**src/rtl/core/wskd_pkg.sv**
```systemverilog
// shared types, constants and microcode program for the key number decoder
package wskd_pkg;

	// character codes
	localparam logic [7:0] SPACE_CHAR = 8'h20;
	localparam logic [7:0] DIGIT_LO   = 8'h30;
	localparam logic [7:0] DIGIT_HI   = 8'h39;

	// field and state widths
	localparam int unsigned NUM_W   = 32;
	localparam int unsigned SPACE_W = 9;
	localparam int unsigned ACC_W   = NUM_W + 4;
	localparam int unsigned DIV_CNT_W = $clog2(NUM_W);

	localparam logic [SPACE_W-1:0] SPACE_MAX = '1;

	// result status codes
	localparam logic [1:0] ST_OK        = 2'd0;
	localparam logic [1:0] ST_NO_SPACES = 2'd1;
	localparam logic [1:0] ST_NO_DIGITS = 2'd2;
	localparam logic [1:0] ST_OVERFLOW  = 2'd3;

	// microcode step addresses
	typedef logic [2:0] step_t;
	localparam step_t STEP_TAKE   = 3'd0;
	localparam step_t STEP_CHECK  = 3'd1;
	localparam step_t STEP_START  = 3'd2;
	localparam step_t STEP_DIVIDE = 3'd3;
	localparam step_t STEP_EMIT   = 3'd4;

	// jump conditions
	typedef enum logic [2:0] {
		COND_ALWAYS,
		COND_LAST_TAKEN,
		COND_FAULT,
		COND_DIV_IDLE,
		COND_OUT_FREE
	} cond_t;

	// one control word
	typedef struct packed {
		logic  take;
		logic  div_start;
		logic  emit;
		cond_t cond;
		step_t on_true;
		step_t on_false;
	} ucode_t;

	// divider status seen by the sequencer
	typedef struct packed {
		logic busy;
	} div_stat_t;

	// microcode program
	function automatic ucode_t ucode_rom(input step_t step);
		ucode_t w;
		w = '{take: 1'b0, div_start: 1'b0, emit: 1'b0, cond: COND_ALWAYS,
			on_true: STEP_TAKE, on_false: STEP_TAKE};
		case (step)
			STEP_TAKE: begin
				w.take     = 1'b1;
				w.cond     = COND_LAST_TAKEN;
				w.on_true  = STEP_CHECK;
				w.on_false = STEP_TAKE;
			end
			STEP_CHECK: begin
				w.cond     = COND_FAULT;
				w.on_true  = STEP_EMIT;
				w.on_false = STEP_START;
			end
			STEP_START: begin
				w.div_start = 1'b1;
				w.cond      = COND_ALWAYS;
				w.on_true   = STEP_DIVIDE;
				w.on_false  = STEP_DIVIDE;
			end
			STEP_DIVIDE: begin
				w.cond     = COND_DIV_IDLE;
				w.on_true  = STEP_EMIT;
				w.on_false = STEP_DIVIDE;
			end
			STEP_EMIT: begin
				w.emit     = 1'b1;
				w.cond     = COND_OUT_FREE;
				w.on_true  = STEP_TAKE;
				w.on_false = STEP_EMIT;
			end
			default: begin
				w.cond    = COND_ALWAYS;
				w.on_true = STEP_TAKE;
			end
		endcase
		return w;
	endfunction

endpackage

```
**src/rtl/core/websocket_key_number_decoder_top.sv**
```systemverilog
// top level: microcoded key number decoder with character datapath and output register
//
//  channel | signals                                | direction  | moves
//  --------+----------------------------------------+------------+-----------------------
//  in      | in_valid in_stall key_char last_char   | to block   | one key character
//  out     | out_valid out_stall key_number status  | from block | one decoded key number
//
// characters are taken one per cycle while the sequencer sits on its take step
// a final character is followed by check, start, the divide step (one divider iteration per
// quotient bit, then the idle test) and emit before the next take
// faulted keys skip the divider: check and emit
// the result sits in an output register; emit waits while it holds a stalled result
// reset clears the key state, the sequencer and the output valid
module websocket_key_number_decoder_top #(
	parameter int unsigned MAX_KEY_CHARS = 256
) (
	input  logic                         clk,
	input  logic                         arst_n,
	input  logic                         in_valid,
	output logic                         in_stall,
	input  logic [7:0]                   key_char,
	input  logic                         last_char,
	output logic                         out_valid,
	input  logic                         out_stall,
	output logic [wskd_pkg::NUM_W-1:0]   key_number,
	output logic [1:0]                   status
);
	import wskd_pkg::*;

	localparam int unsigned CHAR_CNT_W = $clog2(MAX_KEY_CHARS + 1);

	step_t                  step_q;
	ucode_t                 uc;
	logic                   cond_met;

	logic [NUM_W-1:0]       acc_q;
	logic [SPACE_W-1:0]     spaces_q;
	logic                   digit_seen_q;
	logic                   overflow_q;
	logic [CHAR_CNT_W-1:0]  chars_q;

	logic                   in_take;
	logic                   char_room;
	logic                   is_digit;
	logic [ACC_W-1:0]       acc_next;
	logic [1:0]             key_status;
	logic                   out_free;
	logic                   emit_now;

	div_stat_t              div_stat;
	logic [NUM_W-1:0]       quotient;

	logic                   out_valid_q;
	logic [NUM_W-1:0]       number_q;
	logic [1:0]             status_q;

	// control word for the current step
	assign uc       = ucode_rom(step_q);
	assign in_stall = ~uc.take;
	assign in_take  = in_valid & uc.take;

	// status checks in conversion order
	always_comb begin
		if (!digit_seen_q)
			key_status = ST_NO_DIGITS;
		else if (overflow_q)
			key_status = ST_OVERFLOW;
		else if (spaces_q == '0)
			key_status = ST_NO_SPACES;
		else
			key_status = ST_OK;
	end

	assign out_free = ~out_valid_q | ~out_stall;
	assign emit_now = uc.emit & out_free;

	// jump condition select
	always_comb begin
		case (uc.cond)
			COND_ALWAYS:     cond_met = 1'b1;
			COND_LAST_TAKEN: cond_met = in_take & last_char;
			COND_FAULT:      cond_met = key_status != ST_OK;
			COND_DIV_IDLE:   cond_met = ~div_stat.busy;
			COND_OUT_FREE:   cond_met = out_free;
			default:         cond_met = 1'b1;
		endcase
	end

	// step counter
	always_ff @(posedge clk or negedge arst_n) begin
		if (!arst_n)
			step_q <= STEP_TAKE;
		else
			step_q <= cond_met ? uc.on_true : uc.on_false;
	end

	// character classification and decimal accumulate
	assign char_room = chars_q < CHAR_CNT_W'(MAX_KEY_CHARS);
	assign is_digit  = (key_char >= DIGIT_LO) && (key_char <= DIGIT_HI);
	assign acc_next  = {1'b0, acc_q, 3'b000} + {3'b000, acc_q, 1'b0}
		+ ACC_W'(key_char - DIGIT_LO);

	// key state, cleared when the result is emitted
	always_ff @(posedge clk or negedge arst_n) begin
		if (!arst_n) begin
			acc_q        <= '0;
			spaces_q     <= '0;
			digit_seen_q <= 1'b0;
			overflow_q   <= 1'b0;
			chars_q      <= '0;
		end else if (emit_now) begin
			acc_q        <= '0;
			spaces_q     <= '0;
			digit_seen_q <= 1'b0;
			overflow_q   <= 1'b0;
			chars_q      <= '0;
		end else if (in_take && char_room) begin
			chars_q <= chars_q + 1'b1;
			if (is_digit) begin
				digit_seen_q <= 1'b1;
				if (!overflow_q) begin
					if (acc_next[ACC_W-1:NUM_W] != '0)
						overflow_q <= 1'b1;
					else
						acc_q <= acc_next[NUM_W-1:0];
				end
			end else if (key_char == SPACE_CHAR) begin
				if (spaces_q != SPACE_MAX)
					spaces_q <= spaces_q + 1'b1;
			end
		end
	end

	// divide by the space count
	wskd_div u_div (
		.clk      (clk),
		.arst_n   (arst_n),
		.start    (uc.div_start),
		.dividend (acc_q),
		.divisor  (spaces_q),
		.stat     (div_stat),
		.quotient (quotient)
	);

	// output register
	always_ff @(posedge clk or negedge arst_n) begin
		if (!arst_n)
			out_valid_q <= 1'b0;
		else if (emit_now)
			out_valid_q <= 1'b1;
		else if (!out_stall)
			out_valid_q <= 1'b0;
	end

	always_ff @(posedge clk) begin
		if (emit_now) begin
			number_q <= (key_status == ST_OK) ? quotient : '0;
			status_q <= key_status;
		end
	end

	assign out_valid  = out_valid_q;
	assign key_number = number_q;
	assign status     = status_q;

endmodule

```
**src/rtl/core/wskd_div.sv**
```systemverilog
// iterative restoring divider, one quotient bit per cycle while busy
module wskd_div (
	input  logic                          clk,
	input  logic                          arst_n,
	input  logic                          start,
	input  logic [wskd_pkg::NUM_W-1:0]    dividend,
	input  logic [wskd_pkg::SPACE_W-1:0]  divisor,
	output wskd_pkg::div_stat_t           stat,
	output logic [wskd_pkg::NUM_W-1:0]    quotient
);
	import wskd_pkg::*;

	logic                 busy_q;
	logic [DIV_CNT_W-1:0] cnt_q;
	logic [NUM_W-1:0]     quo_q;
	logic [SPACE_W-1:0]   rem_q;
	logic [SPACE_W:0]     shifted;
	logic [SPACE_W+1:0]   trial;
	logic                 fits;

	// one trial subtraction
	assign shifted = {rem_q, quo_q[NUM_W-1]};
	assign trial   = {1'b0, shifted} - {2'b00, divisor};
	assign fits    = ~trial[SPACE_W+1];

	// control
	always_ff @(posedge clk or negedge arst_n) begin
		if (!arst_n) begin
			busy_q <= 1'b0;
			cnt_q  <= '0;
		end else if (start) begin
			busy_q <= 1'b1;
			cnt_q  <= '0;
		end else if (busy_q) begin
			cnt_q <= cnt_q + 1'b1;
			if (cnt_q == DIV_CNT_W'(NUM_W - 1))
				busy_q <= 1'b0;
		end
	end

	// dividend shifts out while quotient bits shift in
	always_ff @(posedge clk) begin
		if (start) begin
			quo_q <= dividend;
			rem_q <= '0;
		end else if (busy_q) begin
			quo_q <= {quo_q[NUM_W-2:0], fits};
			rem_q <= fits ? trial[SPACE_W-1:0] : shifted[SPACE_W-1:0];
		end
	end

	assign stat.busy = busy_q;
	assign quotient  = quo_q;

endmodule

```
**config.mk**
```make
export PLATFORM = sky130hd
export DESIGN_NAME = websocket_key_number_decoder_top
export DESIGN_NICKNAME = d
export VERILOG_FILES = /design/src/rtl/core/wskd_pkg.sv /design/src/rtl/core/websocket_key_number_decoder_top.sv /design/src/rtl/core/wskd_div.sv
export SDC_FILE = /design/constraint.sdc
export NUM_CORES = 1
export LEC_CHECK = 0
export ABC_CLOCK_PERIOD_IN_PS = 6800
export BUFFER_PORTS_ARGS = -buffer_cell sky130_fd_sc_hd__buf_2
export CAP_MARGIN = 10
export CORE_MARGIN = 2
export CORE_UTILIZATION = 50
export CTS_CLUSTER_SIZE = 12
export DETAILED_ROUTE_END_ITERATION = 8
export GPL_TIMING_DRIVEN = 0
export PLACE_DENSITY = 0.71
export SYNTH_ARGS = -nofsm -noshare
export SYNTH_HDL_FRONTEND = slang
export SYNTH_SLANG_ARGS = --single-unit
```
**constraint.sdc**
```tcl
create_clock -name clk -period 6.8 [get_ports clk]
set_input_delay 0.34 -clock clk [delete_from_list [all_inputs] [get_ports clk]]
set_output_delay 0.34 -clock clk [all_outputs]
set_load 0.05 [all_outputs]
```
# Yosys cells after proc, flatten, opt, wreduce, memory -nomap -nowiden
# Index checks and enable logic that the tools add are counted.
[totals] regBits=137 rom_bits=0 input_bits=13 mem_bits_rw=0 latch_bits=0 mem_count=0
[op_classes] reduce_logical=16 n_div=0 mul=0 muxes=40 n_shift=0 n_lt_le_gt_ge=3 n_eq_ne=15 bitwise=9 addsub=7
[ops] cell="32-bit 2-to-1 mux" n=7
[ops] cell="9-bit 2-to-1 mux" n=8
[ops] cell="35-bit by 33-bit adder with 36-bit output" n=1
[ops] cell="36-bit adder" n=1
[ops] cell="6-bit one-hot mux with 5 select lines" n=1
[ops] cell="9-bit by 1-bit adder with 9-bit output, second input constant" n=2
[ops] cell="1-bit 2-to-1 mux" n=17
[ops] cell="3-bit by 2-bit == test with 1-bit output, second input constant" n=4
[ops] cell="2-bit nonzero test" n=6
[ops] cell="10-bit by 9-bit subtractor with 11-bit output" n=1
[ops] cell="5-bit 2-to-1 mux" n=2
[ops] cell="9-bit zero test" n=1
[ops] cell="9-bit less-than comparator, second input constant" n=1
[ops] cell="9-bit != test, second input constant" n=1
[ops] cell="3-bit one-hot mux with 3 select lines" n=1
[ops] cell="8-bit by 6-bit subtractor with 9-bit output, second input constant" n=1
[ops] cell="8-bit by 6-bit == test with 1-bit output, second input constant" n=1
[ops] cell="8-bit by 6-bit >= comparator with 1-bit output, second input constant" n=1
[ops] cell="8-bit by 6-bit less-or-equal comparator with 1-bit output, second input constant" n=1
[ops] cell="4-bit AND reduction" n=2
[ops] cell="3-bit by 1-bit == test with 1-bit output, second input constant" n=2
[ops] cell="3-bit == test, second input constant" n=2
[ops] cell="2-bit by 1-bit != test with 1-bit output, second input constant" n=3
[ops] cell="5-bit by 1-bit adder with 5-bit output, second input constant" n=1
[ops] cell="14 further kinds" n=22

# Longest topological paths before layout
[depth] word_depth=8 mapped_depth=16 ltp_nobuf=14

# Hierarchy
# From an unflattened synthesis, not the netlist that was laid out.
[hier_totals] hier_cells=864 area_unflattened_um2=9105.0
[modules_own_cells] mod="websocket_key_number_decoder_top" instances=1 cells_each=659 area_per_inst_um2=6585.1
[modules_own_cells] mod="wskd_div" instances=1 cells_each=205 area_per_inst_um2=2519.9

# Worst setup path before layout
# OpenSTA, ideal clock, no wires.
[synth_path] kind="input to register" startpoint="input port key_char[4]" endpoint="register acc_q[15]" required_ps=6668 t_arrival_ps=6128 slack_ps=540 stages=15 n_path_buf=2 cell_sequence="ha_1 > nor3_1 > fa_1 > ha_1 > clkbuf_1 > a21oi_1 > a21oi_1 > nor2b_1 > o31ai_1 > mux2i_1 > o22ai_1 > nor4_4 > buf_6 > mux2i_1 > nor2_1"
[synth_via] elab_chain_len=7
[synth_rtl] element="start: declaration" line_no="websocket_key_number_decoder_top.sv:21" rtl="input logic [7:0] key_char,"
[synth_rtl] element="8-bit by 6-bit subtractor with 9-bit output" line_no="websocket_key_number_decoder_top.sv:101" rtl="+ ACC_W'(key_char - DIGIT_LO);"
[synth_rtl] element="36-bit adder" line_no="websocket_key_number_decoder_top.sv:101"
[synth_rtl] element="32-bit 2-to-1 mux" line_no="websocket_key_number_decoder_top.sv:122" rtl="if (acc_next[ACC_W-1:NUM_W] != '0)"
[synth_rtl] element="32-bit 2-to-1 mux" line_no="websocket_key_number_decoder_top.sv:121" rtl="if (!overflow_q) begin"
[synth_rtl] element="32-bit 2-to-1 mux" line_no="websocket_key_number_decoder_top.sv:119" rtl="if (is_digit) begin"
[synth_rtl] element="32-bit 2-to-1 mux" line_no="websocket_key_number_decoder_top.sv:117" rtl="end else if (in_take && char_room) begin"
[synth_rtl] element="32-bit 2-to-1 mux" line_no="websocket_key_number_decoder_top.sv:111" rtl="end else if (emit_now) begin"
[synth_rtl] element="end signal: assignment" line_no="websocket_key_number_decoder_top.sv:125" rtl="acc_q <= acc_next[NUM_W-1:0];"
[synth_rtl] element="end: declaration" line_no="websocket_key_number_decoder_top.sv:36" rtl="logic [NUM_W-1:0] acc_q;"
# Parallel ways exist; a longest one is shown, timed or not. The select of a mux whose other input is x is not followed.
# A chain may end at the register's enable or synchronous reset.

# Final worst setup path
[layout_path] startpoint="input port key_char[4]" endpoint="register acc_q[31]"
# Same word-level chain as after synthesis.

==> flow_metrics.env <==
export IMPL_outcome="finished clean"
export IMPL_postCtsHoldBufs=0
export IMPL_worst_skew_pair_late_latency_ns=0.42
export IMPL_wirelength_mm=20.2
export IMPL_synthesis_nets=1006
export IMPL_tightestPinTransition_ns=0.937
export IMPL_pwr_density_cell_nw_per_um2=327
export IMPL_slew_viol_final=0
export IMPL_die_h_um=136
export IMPL_hold_viol_final=0
export IMPL_antenna_found_initial=0
export IMPL_drcViolationCount=0
export IMPL_gr_max_usage_layer="met2"
export IMPL_cts_root_buf="clkbuf_16"
export IMPL_tritoncts="yes"
export IMPL_power_frac_clock=0.275
export IMPL_reg2reg_from="acc_q[0]"
export IMPL_layout_drive_gt1_share=0.0949
export IMPL_first_pass_iters=5
export IMPL_ys_ff_latch=137
export IMPL_yosys_warnings=0
export IMPL_clock_path_buffers=2
export IMPL_synth_avg_cell_area_um2=9.62
export IMPL_ant_nets=0
export IMPL_switching_share=0.380
export IMPL_grtUsageTotal=0.230
export IMPL_combinationalPowerShare=0.352
export IMPL_met1_usage=0.323
export IMPL_synth_ff_type="edfxtp_1"
export IMPL_cts_sinks=137
export IMPL_dieArea_um2=18500
export IMPL_nets=1077
export IMPL_crit_path_end_kind="register"
export IMPL_crit_start="key_char[4]"
export IMPL_met2_usage=0.363
export IMPL_clkTransAtPathRegs_ns=0.06
export IMPL_ys_seq_area_frac=0.426
export IMPL_h_tree_depth=4
export IMPL_finalSetupViolations=0
export IMPL_ys_types=60
export IMPL_via_per_inst=5.57
export IMPL_grt_pass1_vias=6712
export IMPL_slew_headroom=0.375
export IMPL_fin_ws_ns=2.01
export IMPL_cts_resized_gates=0
export IMPL_global_route_usage_met3=0.0377
export IMPL_syn_area_um2=8730
export IMPL_grt_max_degree=63
export IMPL_cellInternalPower_mw=2.00
export IMPL_synth_async_sr_flop_share=0.453
export IMPL_start_kind="input pin"
export IMPL_pin_count=49
export IMPL_p_sw_mw=1.23
export IMPL_fp_dieW_um=136
export IMPL_fp_row_count=48
export IMPL_min_period_ns=4.79
export IMPL_total_power_mw=3.23
export IMPL_pre_cts_ws_ns=1.66
export IMPL_place_gp_congestion=0.882
export IMPL_hpwl_mm=15.4
export IMPL_vias=6770
export IMPL_cts_made_buffers=17
export IMPL_p_seq_frac=0.372
export IMPL_io_buffers=48
export IMPL_areaGrowthSynthToFinish_pct=13.3
export IMPL_hold_class="input pin to asynchronous set/reset pin"
export IMPL_first_iter_violations=554
export IMPL_maxCapViolCount=0
export IMPL_grt_setup_unrepaired="no"
export IMPL_synth_edf_count=66
export IMPL_grt_pass1_wl_mm=33.4
export IMPL_max_freq_mhz=209
export IMPL_leakage_nw=4.46
export IMPL_fillCellCount=1542
export IMPL_postSynthCellCount=907
export IMPL_routedWlPerCell_um=16.6
export IMPL_cts_setup_buffers=0
export IMPL_worstSetupPathType="input pin to register"
export IMPL_gr_total_overflow=0
export IMPL_antenna_cells=0
export IMPL_period_share=0.705
export IMPL_core_area_um2=17200
export IMPL_crit_arrival_ns=5.11
export IMPL_start_util=0.508
export IMPL_clock_skew_ns=0.00668
export IMPL_critPathMaxFanout=10
export IMPL_crit_required_ns=7.12
export IMPL_ir_drop_uv=249
metrics by stage:
step / cells / cell area (um2) / util / setup TNS (ns) / hold WS (ns)
global placement: 1180 / 9250 / 0.538 / -45.58 / 0.491
floorplan: 907 / 8730 / - / 0 / 0.0444
global route: 1216 / 9890 / 0.576 / 0 / 0.0738
detailed placement: 1184 / 9320 / 0.543 / 0 / 0.492
CTS: 1216 / 9890 / 0.576 / 0 / 0.0430
finish: 1216 / 9890 / 0.576 / 0 / 0.00969
final cells by class:
class                      count  area, um2  area share
tap                          225        282      0.0285
timing repair buffer          52        304      0.0307
clock inverter                13        129      0.0130
sequential                   137       3710       0.375
inverter                      30        113      0.0114
clock buffer                  19        443      0.0448
buffer                        39        165      0.0167
multi-input combinational    701       4740       0.479
final timing paths:
kind	slack (ns)	depth (start not counted)	end
min	0.01	1	chars_q[4]
max	2.01	19	acc_q[31]
max reg2reg	2.43	12	acc_q[31]
min in group clk	0.15	3	out_valid
max in group asynchronous	6.24	1	acc_q[26]
min reg2reg	0.51	2	out_valid
power groups by stage:
stage / registers (mW) / clock network (mW) / logic (mW)
finish: 1.20 / 0.890 / 1.14
CTS: 1.20 / 0.902 / 1.14
global placement: 1.21 / 0 / 1.09
detailed placement: 1.22 / 0 / 1.13
floorplan: 1.36 / 0 / 0.688
global route: 1.23 / 0.935 / 1.26
layout by cell type, fill, tap and decap left out, types with 29 or more instances in the layout:
cell        n
nand2_1   164
nor2_1     77
edfxtp_1   66
dfrtp_1    62
ha_1       54
o21ai_0    52
buf_2      50
a21oi_1    45
nand3_1    35
clkbuf_1   33
and2_1     33
fa_1       32
inv_1      30
xnor2_1    29
critical path: stages:
cell,delay [ns]
buf_2,0.12
ha_1,0.25
nor3_2,0.25
buf_6,0.21
buf_6,0.17
buf_6,0.18
fa_1,0.44
ha_1,0.29
clkbuf_1,0.30
nand2_1,0.08
nor2_1,0.15
nand2_1,0.07
o31ai_1,0.62
mux2i_1,0.28
o22ai_1,0.16
nor4_4,0.54
clkbuf_1,0.40
nand3_1,0.14
o31ai_1,0.10
Yosys cell counts (all sizes together), types with 29 or more instances:
cell type / n / share of area
dfrtp: 62 / 0.18
o21ai: 55 / 0.032
nand3: 35 / 0.020
inv: 30 / 0.013
xnor2: 29 / 0.029
a21oi: 46 / 0.027
edfxtp: 66 / 0.23
and2: 33 / 0.024
nand2: 164 / 0.071
ha: 54 / 0.077
nor2: 77 / 0.033
clkbuf: 32 / 0.014
fa: 32 / 0.073
sequential cells by signal (all words and copies together), names as in the netlist:
register / cells
u_div.quotient: 32
chars_q: 9
out_valid: 1
u_div.stat: 1
spaces_q: 9
step_q: 3
overflow_q: 1
status: 2
key_number: 32
acc_q: 32
u_div.cnt_q: 5
digit_seen_q: 1
u_div.rem_q: 9
layer usage:
layer / share of wire / up-vias
met5: 0 / -
met3: 0.043 / 26
met4: 0.024 / 0
met1: 0.47 / 3249
met2: 0.46 / 160
li1: - / 3335
cells by family (layout without fill, tap and decap cells):
| group | count (synthesis) | in the layout | synth area share |
|---|---|---|---|
| compound gates | 190 | 190 | 0.138 |
| xor+xnor | 46 | 46 | 0.0462 |
| fa+ha+maj | 86 | 86 | 0.151 |
| buf+inv | 69 | 153 | 0.0317 |
| flops | 137 | 137 | 0.426 |
| mux | 16 | 16 | 0.0185 |
| simple gates | 363 | 363 | 0.189 |
Note: power is estimated with default switching activity, not from simulation.
